==> src/rtl/core/assert_macros.svh <==
// assertion helpers shared by the rtl
`ifndef ASSERT_MACROS_SVH
`define ASSERT_MACROS_SVH

// checked only while out of reset
`define ASSERT_RUN(lbl, clk, rst_n, prop, msg) \
    lbl: assert property (@(posedge clk) disable iff (!rst_n) prop) else $error(msg);

// checked on every edge, reset included
`define ASSERT_ALWAYS(lbl, clk, prop, msg) \
    lbl: assert property (@(posedge clk) prop) else $error(msg);

`endif

==> src/rtl/core/sirdec_pkg.sv <==
package sirdec_pkg;

    localparam int MAX_READ_BYTES_DEF = 1024;

    // result queue, must be a power of two and at least 2
    localparam int Q_DEPTH = 4;

    localparam logic [7:0]  BEGIN_CODE_RST  = 8'hC0;
    localparam logic [7:0]  END_CODE_RST    = 8'hC1;
    localparam logic [7:0]  ESCAPE_CODE_RST = 8'h7D;
    localparam logic [7:0]  PAD_BYTE        = 8'hFF;
    localparam logic [7:0]  ESC_XOR         = 8'h20;
    localparam logic [15:0] CRC_INIT        = 16'hFFFF;
    localparam logic [15:0] CRC_POLY        = 16'h8408;

    localparam logic KIND_DATA   = 1'b0;
    localparam logic KIND_STATUS = 1'b1;

    typedef enum logic [1:0] {
        CFG_BEGIN  = 2'd0,
        CFG_END    = 2'd1,
        CFG_ESCAPE = 2'd2,
        CFG_SPARE  = 2'd3
    } t_cfg_idx;

    typedef enum logic [1:0] {
        PH_PAD  = 2'd0,
        PH_BOFS = 2'd1,
        PH_CTRL = 2'd2,
        PH_BODY = 2'd3
    } t_phase;

    typedef enum logic [2:0] {
        ST_OK        = 3'd0,
        ST_TIMEOUT   = 3'd1,
        ST_READ_ERR  = 3'd2,
        ST_MALFORMED = 3'd3,
        ST_CRC_FAIL  = 3'd4
    } t_status;

    typedef struct packed {
        logic [7:0] rx_byte;
        logic       timed_out;
    } t_req;

    typedef struct packed {
        logic       item_kind;
        logic [7:0] data_byte;
        logic [7:0] address;
        logic [7:0] control;
        logic [2:0] status;
        logic       last;
    } t_res;

    // up to two results written per accepted request
    typedef struct packed {
        logic wr0;
        logic wr1;
        t_res item0;
        t_res item1;
    } t_q_wr;

endpackage

==> src/rtl/core/sir_async_frame_decoder.sv <==
// Receive deframer for an asynchronous SIR-style link. One request (a raw byte or a
// read timeout) is taken per clock while o_stall is low; its frame state update,
// unescape and byte-wise CRC-16/X.25 step all finish in that cycle, and its results
// (none, one data byte, one status, or a data byte followed by a status) are written
// to a four-entry result queue whose head drives the output. o_stall rises only
// while the result queue has fewer than two free entries, so it follows downstream
// back-pressure. Data bytes leave two body bytes late, since the last two bytes
// are the CRC. The user must write codes through the configuration port only while
// the block is idle; the block itself does not enforce this.
`include "assert_macros.svh"

module sir_async_frame_decoder import sirdec_pkg::*; #(
    parameter int MAX_READ_BYTES = MAX_READ_BYTES_DEF
) (
    input  logic       i_clk,
    input  logic       i_rst_n,
    input  logic       i_valid,
    output logic       o_stall,
    input  t_req       i_req,
    output logic       o_valid,
    input  logic       i_stall,
    output t_res       o_res,
    input  logic       i_cfg_we,
    input  t_cfg_idx   i_cfg_idx,
    input  logic [7:0] i_cfg_data
);

    localparam int RawW = $clog2(MAX_READ_BYTES);

    function automatic logic [15:0] crc_byte(input logic [15:0] c_in, input logic [7:0] b);
        logic [15:0] c;
        c = c_in ^ {8'h00, b};
        for (int k = 0; k < 8; k++) begin
            c = c[0] ? ((c >> 1) ^ CRC_POLY) : (c >> 1);
        end
        return c;
    endfunction

    logic [7:0]      r_begin_code, r_end_code, r_escape_code;

    t_phase          r_phase, n_phase;
    logic [RawW-1:0] r_raw_cnt, n_raw_cnt;
    logic [1:0]      r_body_cnt, n_body_cnt;   // saturates at three
    logic [15:0]     r_crc, n_crc;
    logic [7:0]      r_hold0, n_hold0;
    logic [7:0]      r_hold1, n_hold1;
    logic [1:0]      r_hold_cnt, n_hold_cnt;
    logic            r_esc_pend, n_esc_pend;
    logic            r_start_err, n_start_err;
    logic [7:0]      r_addr, n_addr;
    logic [7:0]      r_ctl, n_ctl;

    logic            acc;
    logic [7:0]      rx;
    logic            is_close;
    logic            overlong;
    logic            body_full;
    logic            push_en;
    logic            push_emit;
    logic [7:0]      push_byte;
    logic [7:0]      p_hold0, p_hold1;
    logic [1:0]      p_hold_cnt;
    logic [15:0]     p_crc;
    logic [15:0]     crc_upd;
    logic            do_clear;
    t_res            data_item;
    t_res            stat_item;
    t_status         stat;
    t_q_wr           q_wr;
    logic            q_almost_full;

    assign acc     = i_valid && !o_stall;
    assign o_stall = q_almost_full;
    assign rx      = i_req.rx_byte;

    assign is_close  = i_req.timed_out || (rx == r_end_code);
    assign overlong  = !is_close && (r_raw_cnt == RawW'(MAX_READ_BYTES - 1));
    assign body_full = (r_raw_cnt != '0) && !r_start_err && (r_phase != PH_PAD)
                       && (r_body_cnt == 2'd3);

    // a pending escape at close is kept as a literal escape byte
    always_comb begin
        if (is_close) begin
            push_en   = body_full && r_esc_pend;
            push_byte = r_escape_code;
        end else begin
            push_en   = !overlong && !r_start_err && (r_phase == PH_BODY)
                        && (r_esc_pend || (rx != r_escape_code));
            push_byte = r_esc_pend ? (rx ^ ESC_XOR) : rx;
        end
    end

    assign push_emit = push_en && (r_hold_cnt == 2'd2);
    assign crc_upd   = crc_byte(r_crc, push_emit ? r_hold0 : rx);

    // two-byte hold after this request's push
    always_comb begin
        p_hold0    = r_hold0;
        p_hold1    = r_hold1;
        p_hold_cnt = r_hold_cnt;
        p_crc      = r_crc;
        if (push_emit) begin
            p_hold0 = r_hold1;
            p_hold1 = push_byte;
            p_crc   = crc_upd;
        end else if (push_en) begin
            if (r_hold_cnt[0]) begin
                p_hold1 = push_byte;
            end else begin
                p_hold0 = push_byte;
            end
            p_hold_cnt = r_hold_cnt + 2'd1;
        end
    end

    always_comb begin
        data_item           = '0;
        data_item.item_kind = KIND_DATA;
        data_item.data_byte = r_hold0;

        priority if (r_raw_cnt == '0) begin
            stat = ST_TIMEOUT;
        end else if (r_start_err || (r_phase == PH_PAD)) begin
            stat = ST_READ_ERR;
        end else if ((r_body_cnt != 2'd3) || (p_hold_cnt != 2'd2)) begin
            stat = ST_MALFORMED;
        end else if ({p_hold1, p_hold0} == ~p_crc) begin
            stat = ST_OK;
        end else begin
            stat = ST_CRC_FAIL;
        end

        stat_item           = '0;
        stat_item.item_kind = KIND_STATUS;
        stat_item.last      = 1'b1;
        if (overlong) begin
            stat_item.status = ST_READ_ERR;
        end else begin
            stat_item.status = stat;
            if (stat != ST_TIMEOUT && stat != ST_READ_ERR) begin
                stat_item.address = r_addr;
                stat_item.control = r_ctl;
            end
        end
    end

    always_comb begin
        n_phase     = r_phase;
        n_raw_cnt   = r_raw_cnt;
        n_body_cnt  = r_body_cnt;
        n_crc       = r_crc;
        n_hold0     = p_hold0;
        n_hold1     = p_hold1;
        n_hold_cnt  = r_hold_cnt;
        n_esc_pend  = r_esc_pend;
        n_start_err = r_start_err;
        n_addr      = r_addr;
        n_ctl       = r_ctl;
        do_clear    = 1'b0;
        q_wr        = '0;

        if (is_close) begin
            do_clear = 1'b1;
            if (push_emit) begin
                q_wr.wr0   = 1'b1;
                q_wr.item0 = data_item;
                q_wr.wr1   = 1'b1;
                q_wr.item1 = stat_item;
            end else begin
                q_wr.wr0   = 1'b1;
                q_wr.item0 = stat_item;
            end
        end else if (overlong) begin
            do_clear   = 1'b1;
            q_wr.wr0   = 1'b1;
            q_wr.item0 = stat_item;
        end else begin
            n_raw_cnt = r_raw_cnt + RawW'(1);
            if (!r_start_err) begin
                unique case (r_phase)
                    PH_PAD: begin
                        if (rx != PAD_BYTE) begin
                            if (rx == r_begin_code) begin
                                n_phase = PH_BOFS;
                            end else begin
                                n_start_err = 1'b1;
                            end
                        end
                    end
                    PH_BOFS: begin
                        if (rx != r_begin_code) begin
                            n_addr     = rx;
                            n_crc      = crc_upd;
                            n_body_cnt = 2'd1;
                            n_phase    = PH_CTRL;
                        end
                    end
                    PH_CTRL: begin
                        n_ctl      = rx;
                        n_crc      = crc_upd;
                        n_body_cnt = 2'd2;
                        n_phase    = PH_BODY;
                    end
                    PH_BODY: begin
                        if (r_body_cnt != 2'd3) begin
                            n_body_cnt = r_body_cnt + 2'd1;
                        end
                        n_esc_pend = !r_esc_pend && (rx == r_escape_code);
                        n_crc      = p_crc;
                        n_hold_cnt = p_hold_cnt;
                        if (push_emit) begin
                            q_wr.wr0        = 1'b1;
                            q_wr.item0      = data_item;
                            q_wr.item0.last = 1'b1;
                        end
                    end
                    default: begin
                        n_phase = PH_PAD;
                    end
                endcase
            end
        end

        if (do_clear) begin
            n_phase     = PH_PAD;
            n_raw_cnt   = '0;
            n_body_cnt  = '0;
            n_crc       = CRC_INIT;
            n_hold_cnt  = '0;
            n_esc_pend  = 1'b0;
            n_start_err = 1'b0;
            n_addr      = '0;
            n_ctl       = '0;
        end

        if (!acc) begin
            q_wr = '0;
        end
    end

    always_ff @(posedge i_clk) begin
        if (!i_rst_n) begin
            r_phase     <= PH_PAD;
            r_raw_cnt   <= '0;
            r_body_cnt  <= '0;
            r_crc       <= CRC_INIT;
            r_hold_cnt  <= '0;
            r_esc_pend  <= 1'b0;
            r_start_err <= 1'b0;
            r_addr      <= '0;
            r_ctl       <= '0;
        end else if (acc) begin
            r_phase     <= n_phase;
            r_raw_cnt   <= n_raw_cnt;
            r_body_cnt  <= n_body_cnt;
            r_crc       <= n_crc;
            r_hold_cnt  <= n_hold_cnt;
            r_esc_pend  <= n_esc_pend;
            r_start_err <= n_start_err;
            r_addr      <= n_addr;
            r_ctl       <= n_ctl;
        end
    end

    // hold bytes are only read once both have been written
    always_ff @(posedge i_clk) begin
        if (acc) begin
            r_hold0 <= n_hold0;
            r_hold1 <= n_hold1;
        end
    end

    always_ff @(posedge i_clk) begin
        if (!i_rst_n) begin
            r_begin_code  <= BEGIN_CODE_RST;
            r_end_code    <= END_CODE_RST;
            r_escape_code <= ESCAPE_CODE_RST;
        end else if (i_cfg_we) begin
            unique case (i_cfg_idx)
                CFG_BEGIN:  r_begin_code  <= i_cfg_data;
                CFG_END:    r_end_code    <= i_cfg_data;
                CFG_ESCAPE: r_escape_code <= i_cfg_data;
                default: begin
                end
            endcase
        end
    end

    sirdec_outq u_outq (
        .i_clk         (i_clk),
        .i_rst_n       (i_rst_n),
        .i_wr          (q_wr),
        .o_almost_full (q_almost_full),
        .o_valid       (o_valid),
        .o_res         (o_res),
        .i_stall       (i_stall)
    );

    `ASSERT_RUN(a_hold_cnt_max, i_clk, i_rst_n, (r_hold_cnt != 2'd3), "hold count overran")
    `ASSERT_RUN(a_esc_in_body, i_clk, i_rst_n, (r_esc_pend |-> (r_phase == PH_BODY)),
                "escape pending outside body")
    `ASSERT_RUN(a_serr_in_pad, i_clk, i_rst_n, (r_start_err |-> (r_phase == PH_PAD)),
                "start error outside padding")
    `ASSERT_RUN(a_close_gives_res, i_clk, i_rst_n, ((acc && i_req.timed_out) |=> o_valid),
                "timeout gave no status")
    `ASSERT_ALWAYS(a_reset_quiet, i_clk, (!i_rst_n |=> !o_valid), "result shown after reset")

endmodule

==> src/rtl/core/sirdec_outq.sv <==
module sirdec_outq import sirdec_pkg::*; (
    input  logic  i_clk,
    input  logic  i_rst_n,
    input  t_q_wr i_wr,
    output logic  o_almost_full,
    output logic  o_valid,
    output t_res  o_res,
    input  logic  i_stall
);

    localparam int PtrW = $clog2(Q_DEPTH);
    localparam int CntW = $clog2(Q_DEPTH + 1);

    t_res            r_mem [Q_DEPTH];
    logic [PtrW-1:0] r_wr_ptr, n_wr_ptr;
    logic [PtrW-1:0] r_rd_ptr, n_rd_ptr;
    logic [CntW-1:0] r_count, n_count;
    logic            pop;
    logic [PtrW-1:0] wr_ptr1;

    assign pop           = (r_count != '0) && !i_stall;
    assign wr_ptr1       = r_wr_ptr + PtrW'(1);
    assign o_valid       = (r_count != '0);
    assign o_res         = r_mem[r_rd_ptr];
    // room for two results is kept so a request never has to be refused halfway
    assign o_almost_full = (r_count > CntW'(Q_DEPTH - 2));

    always_comb begin
        n_wr_ptr = r_wr_ptr + PtrW'(i_wr.wr0) + PtrW'(i_wr.wr1);
        n_rd_ptr = r_rd_ptr + PtrW'(pop);
        n_count  = r_count + CntW'(i_wr.wr0) + CntW'(i_wr.wr1) - CntW'(pop);
    end

    always_ff @(posedge i_clk) begin
        if (!i_rst_n) begin
            r_wr_ptr <= '0;
            r_rd_ptr <= '0;
            r_count  <= '0;
        end else begin
            r_wr_ptr <= n_wr_ptr;
            r_rd_ptr <= n_rd_ptr;
            r_count  <= n_count;
        end
    end

    always_ff @(posedge i_clk) begin
        if (i_wr.wr0) begin
            r_mem[r_wr_ptr] <= i_wr.item0;
        end
        if (i_wr.wr1) begin
            r_mem[wr_ptr1] <= i_wr.item1;
        end
    end

endmodule
==> config.mk <==
export PLATFORM = sky130hd
export DESIGN_NAME = sir_async_frame_decoder
export DESIGN_NICKNAME = d
export VERILOG_FILES = /design/src/rtl/core/sirdec_pkg.sv /design/src/rtl/core/sir_async_frame_decoder.sv /design/src/rtl/core/sirdec_outq.sv
export VERILOG_INCLUDE_DIRS = /design/src /design/src/rtl/core
export SDC_FILE = /design/constraint.sdc
export NUM_CORES = 1
export LEC_CHECK = 0
export BUFFER_PORTS_ARGS = -buffer_cell sky130_fd_sc_hd__buf_2
export CAP_MARGIN = 20
export CORE_ASPECT_RATIO = 0.6
export CORE_MARGIN = 3
export CORE_UTILIZATION = 50
export CTS_CLUSTER_DIAMETER = 50
export DETAILED_ROUTE_END_ITERATION = 10
export GPL_ROUTABILITY_DRIVEN = 0
export PLACE_DENSITY = 0.78
export SLEW_MARGIN = 20
export SYNTH_ARGS = -nofsm -noshare
export SYNTH_HDL_FRONTEND = slang
export SYNTH_SLANG_ARGS = --single-unit
==> constraint.sdc <==
create_clock -name i_clk -period 4.6 [get_ports i_clk]
set_input_delay 0.46 -clock i_clk [delete_from_list [all_inputs] [get_ports i_clk]]
set_output_delay 0.46 -clock i_clk [all_outputs]
set_load 0.02 [all_outputs]
==> impl_metrics.csv <==
group,metric,value,unit
outcome,outcome,"completed",
yosys,syn_inst,1098,
cells_and_area,fin_cells,1438,
detailed_routing,vias,8572,
cells_and_area,largest_reg_flops,116,
yosys,syn-cell-area,0.0110,mm2
detailed_routing,routedWlPerCell,20.3,um
pwr,ir_drop,232,uV
sta,grt_setup_unrepaired,"no",
detailed_routing,ant_nets,0,
clock_tree,path_clk_slew,0.07,ns
critical_path,startpoint_type,"register",
yosys,ys_top_cells_by_area,"edfxtp_1 (27%), dfxtp_1 (21%), mux4_2 (5.9%)",
yosys,synth_top_area_cell,"edfxtp_1",
pwr,powerDensity,425,mW/mm2
floorplan,start_util,0.517,
cells_and_area,most-common-layout-cells,"nand2_1 (174), nor2_1 (120), dfxtp_1 (112), edfxtp_1 (100), a21oi_1 (66)",
cells_and_area,final_common_cell,"nand2_1",
sta,final-setup-viol-count,0,
cells_and_area,area_delta_synth_final,11.5,%
detailed_routing,dr_wl_met3,3640,um
pwr,comb_power_share,0.247,
detailed_routing,via_per_inst,5.96,
detailed_routing,remaining_drc_errors,0,
clock_tree,postCtsSetupBuffers,0,
sta,worst_pin_slew,1.02,ns
grt,grt_pass1_wl,45900,um
pwr,p_sw_frac,0.316,
detailed_routing,drt_iter0_drc,921,
run,drv_cap,0,
detailed_routing,wirelength,29100,um
pwr,p_int,3.57,mW
critical_path,required,4.81,ns
pwr,power_frac_seq,0.442,
critical_path,critPathKind,"register to register",
sta,slew_violations,0,
cells_and_area,antennaDiodeCount,0,
sta,clock_skew,0.0127,ns
clock_tree,cts_root_buf,"clkbuf_16",
yosys,yosys.area.top_type_share,0.273,
hold_path,hold_path.class,"input pin to register",
sta,fin_setup_tns,0,ns
critical_path,crit_chain,"inv_1 > ha_1 > clkinv_1 > o21ai_1 > nand2_1 > xor2_1 > xnor2_1 > a211o_1 > a211oi_2 > a2111oi_1",
detailed_routing,wl_met2,11500,um
yosys,synth_edf_count,100,
placed_design,placed_cells,1400,
grt,grt_max_degree,73,
clock_tree,cts_tree,"yes",
yosys,synthFlopType,"dfxtp_1",
floorplan,ios,55,
placed_design,io_buffer_count,54,
yosys,yosysWarnings,0,
pwr,netSwitchingPower,1.65,mW
yosys,synth-async-reset-ratio,0,
yosys,yosysSeqAreaShare,0.478,
yosys,yosysUniqueCellTypes,72,
cells_and_area,fin_nets,1182,
placed_design,place_hpwl,20900,um
critical_path,arrival,4.26,ns
cells_and_area,top_regs,"u_outq.r_mem (116), r_crc (16), r_raw_cnt (10)",
floorplan,die_h,121,um
pwr,pwr-share-clk,0.311,
clock_tree,hold_buffers,0,
sta,relSlewSlack,0.319,
pwr,power.leakage,4.34,nW
cells_and_area,regMostFlops,"u_outq.r_mem",
detailed_routing,drt-met1-wl,13500,um
floorplan,num_rows,41,
detailed_routing,top_layer_used,"met4",
clock_tree,clk_path_buf_depth,3,
clock_tree,numCtsBuffers,21,
critical_path,path_max_fanout,25,
grt,grt_pass1_vias,8087,
clock_tree,htree_levels,1,
clock_tree,clock_sinks,213,
sta,min_period_over_period,0.881,
floorplan,die_x,198,um
critical_path,cp_slowest_stage_delay,0.72,ns
grt,antenna_found_initial,0,
sta,max_freq,247,MHz
critical_path,critPathCaptureType,"register",
cells_and_area,layout-drive-gt1-share,0.142,
sta,finalCriticalPeriod,4.05,ns
clock_tree,ctsResizeCount,0,
critical_path,slowest_stage,"ha_1",
grt,globalRouteTotalUtil,0.244,
yosys,synthesis.nets,1136,
detailed_routing,dr.pass1.iters,6,
yosys,syn_avg_cell_area,10.0,um2
floorplan,dieArea,0.0239,mm2
grt,grt-ovfl-total,0,
clock_tree,clock_latency,0.50,ns
floorplan,core,0.0213,mm2
sta,hold_viol,0,
yosys,ys_ff_latch,213,
==> cell usage after synthesis (9+ instances only) <==
cell	instances
a21oi_1	66
o22ai_1	16
nor3_1	10
a21boi_0	13
buf_2	10
dfxtp_1	113
o21ai_0	27
and3_1	14
mux4_2	29
edfxtp_1	100
mux2i_1	36
nand2_1	174
nor4_1	9
nor2_1	120
xnor2_1	36
nand3_1	23
clkbuf_1	42
and2_1	25
ha_1	11
nor2b_1	34
inv_1	16
xor2_1	56
==> layout make-up <==
class | instances | area, um2
clock buffers | 29 | 587
well taps | 279 | 349
repair buffers | 83 | 526
clock inverters | 9 | 51.3
flip-flops and latches | 213 | 5270
fillers | 1753 | 9020
multi-input cells | 807 | 5420
inverters | 18 | 67.6
==> through the flow <==
step	instance area, um2	power (mW)	setup WS [ns]	util	hold WS, ns
finish	12300	5.21	0.548	0.576	0.210
detailed placement	11600	3.61	0.535	0.546	0.446
CTS	12300	5.22	0.659	0.576	0.196
global placement	11600	3.58	0.655	0.546	0.439
global route	12300	5.43	0.192	0.576	0.217
floorplan	11000	3.21	0.948	-	0.433
==> worst max-delay path: cells and delay by family, from the launching register on <==
kind,cells,cell delay (ns)
DFF,1,0.32
buffers and inverters,2,0.65
AOI/OAI and AO/OA,4,1.40
and+or+nand+nor,1,0.11
xor gates and xnor gates,2,0.57
adders and majority gates,1,0.72
==> power groups by stage <==
stage	clock network [mW]	registers (mW)	logic (mW)
2_1_floorplan	0	2.23	0.973
3_3_place_gp	0	2.33	1.25
3_5_place_dp	0	2.34	1.27
4_1_cts	1.65	2.30	1.27
5_1_grt	1.72	2.32	1.38
6_report	1.62	2.31	1.29
==> layer usage <==
metal	vias up	track usage
met3	45	0.0757
li1	3969	-
met1	4084	0.385
met4	0	0.0534
met2	474	0.322
met5	-	0
==> cells by family after synthesis <==
group                    share of synthesized area
flip-flops                                   0.478
multiplexers                                0.0988
XOR/XNOR                                    0.0817
AND/OR/NAND/NOR                              0.181
AO/OA/AOI/OAI                                0.113
buffers and inverters                       0.0291
adder cells (fa/ha/maj)                     0.0180
==> final timing paths <==
path                                    start                               end  slack, ns  cells after the start
max                r_hold_cnt[0]$_SDFFE_PN0P_      u_outq.r_mem[1][3]$_DFFE_PP_       0.55                     10
min                             i_cfg_data[7]        r_end_code[7]$_SDFFE_PN1P_       0.21                      3
max reg2reg        r_hold_cnt[0]$_SDFFE_PN0P_      u_outq.r_mem[1][3]$_DFFE_PP_       0.55                     10
min reg2reg  u_outq.r_mem[2][21]$_SDFFE_PP0P_  u_outq.r_mem[2][21]$_SDFFE_PP0P_       0.45                      2
No activity file was read; power rests on OpenSTA's default activity.
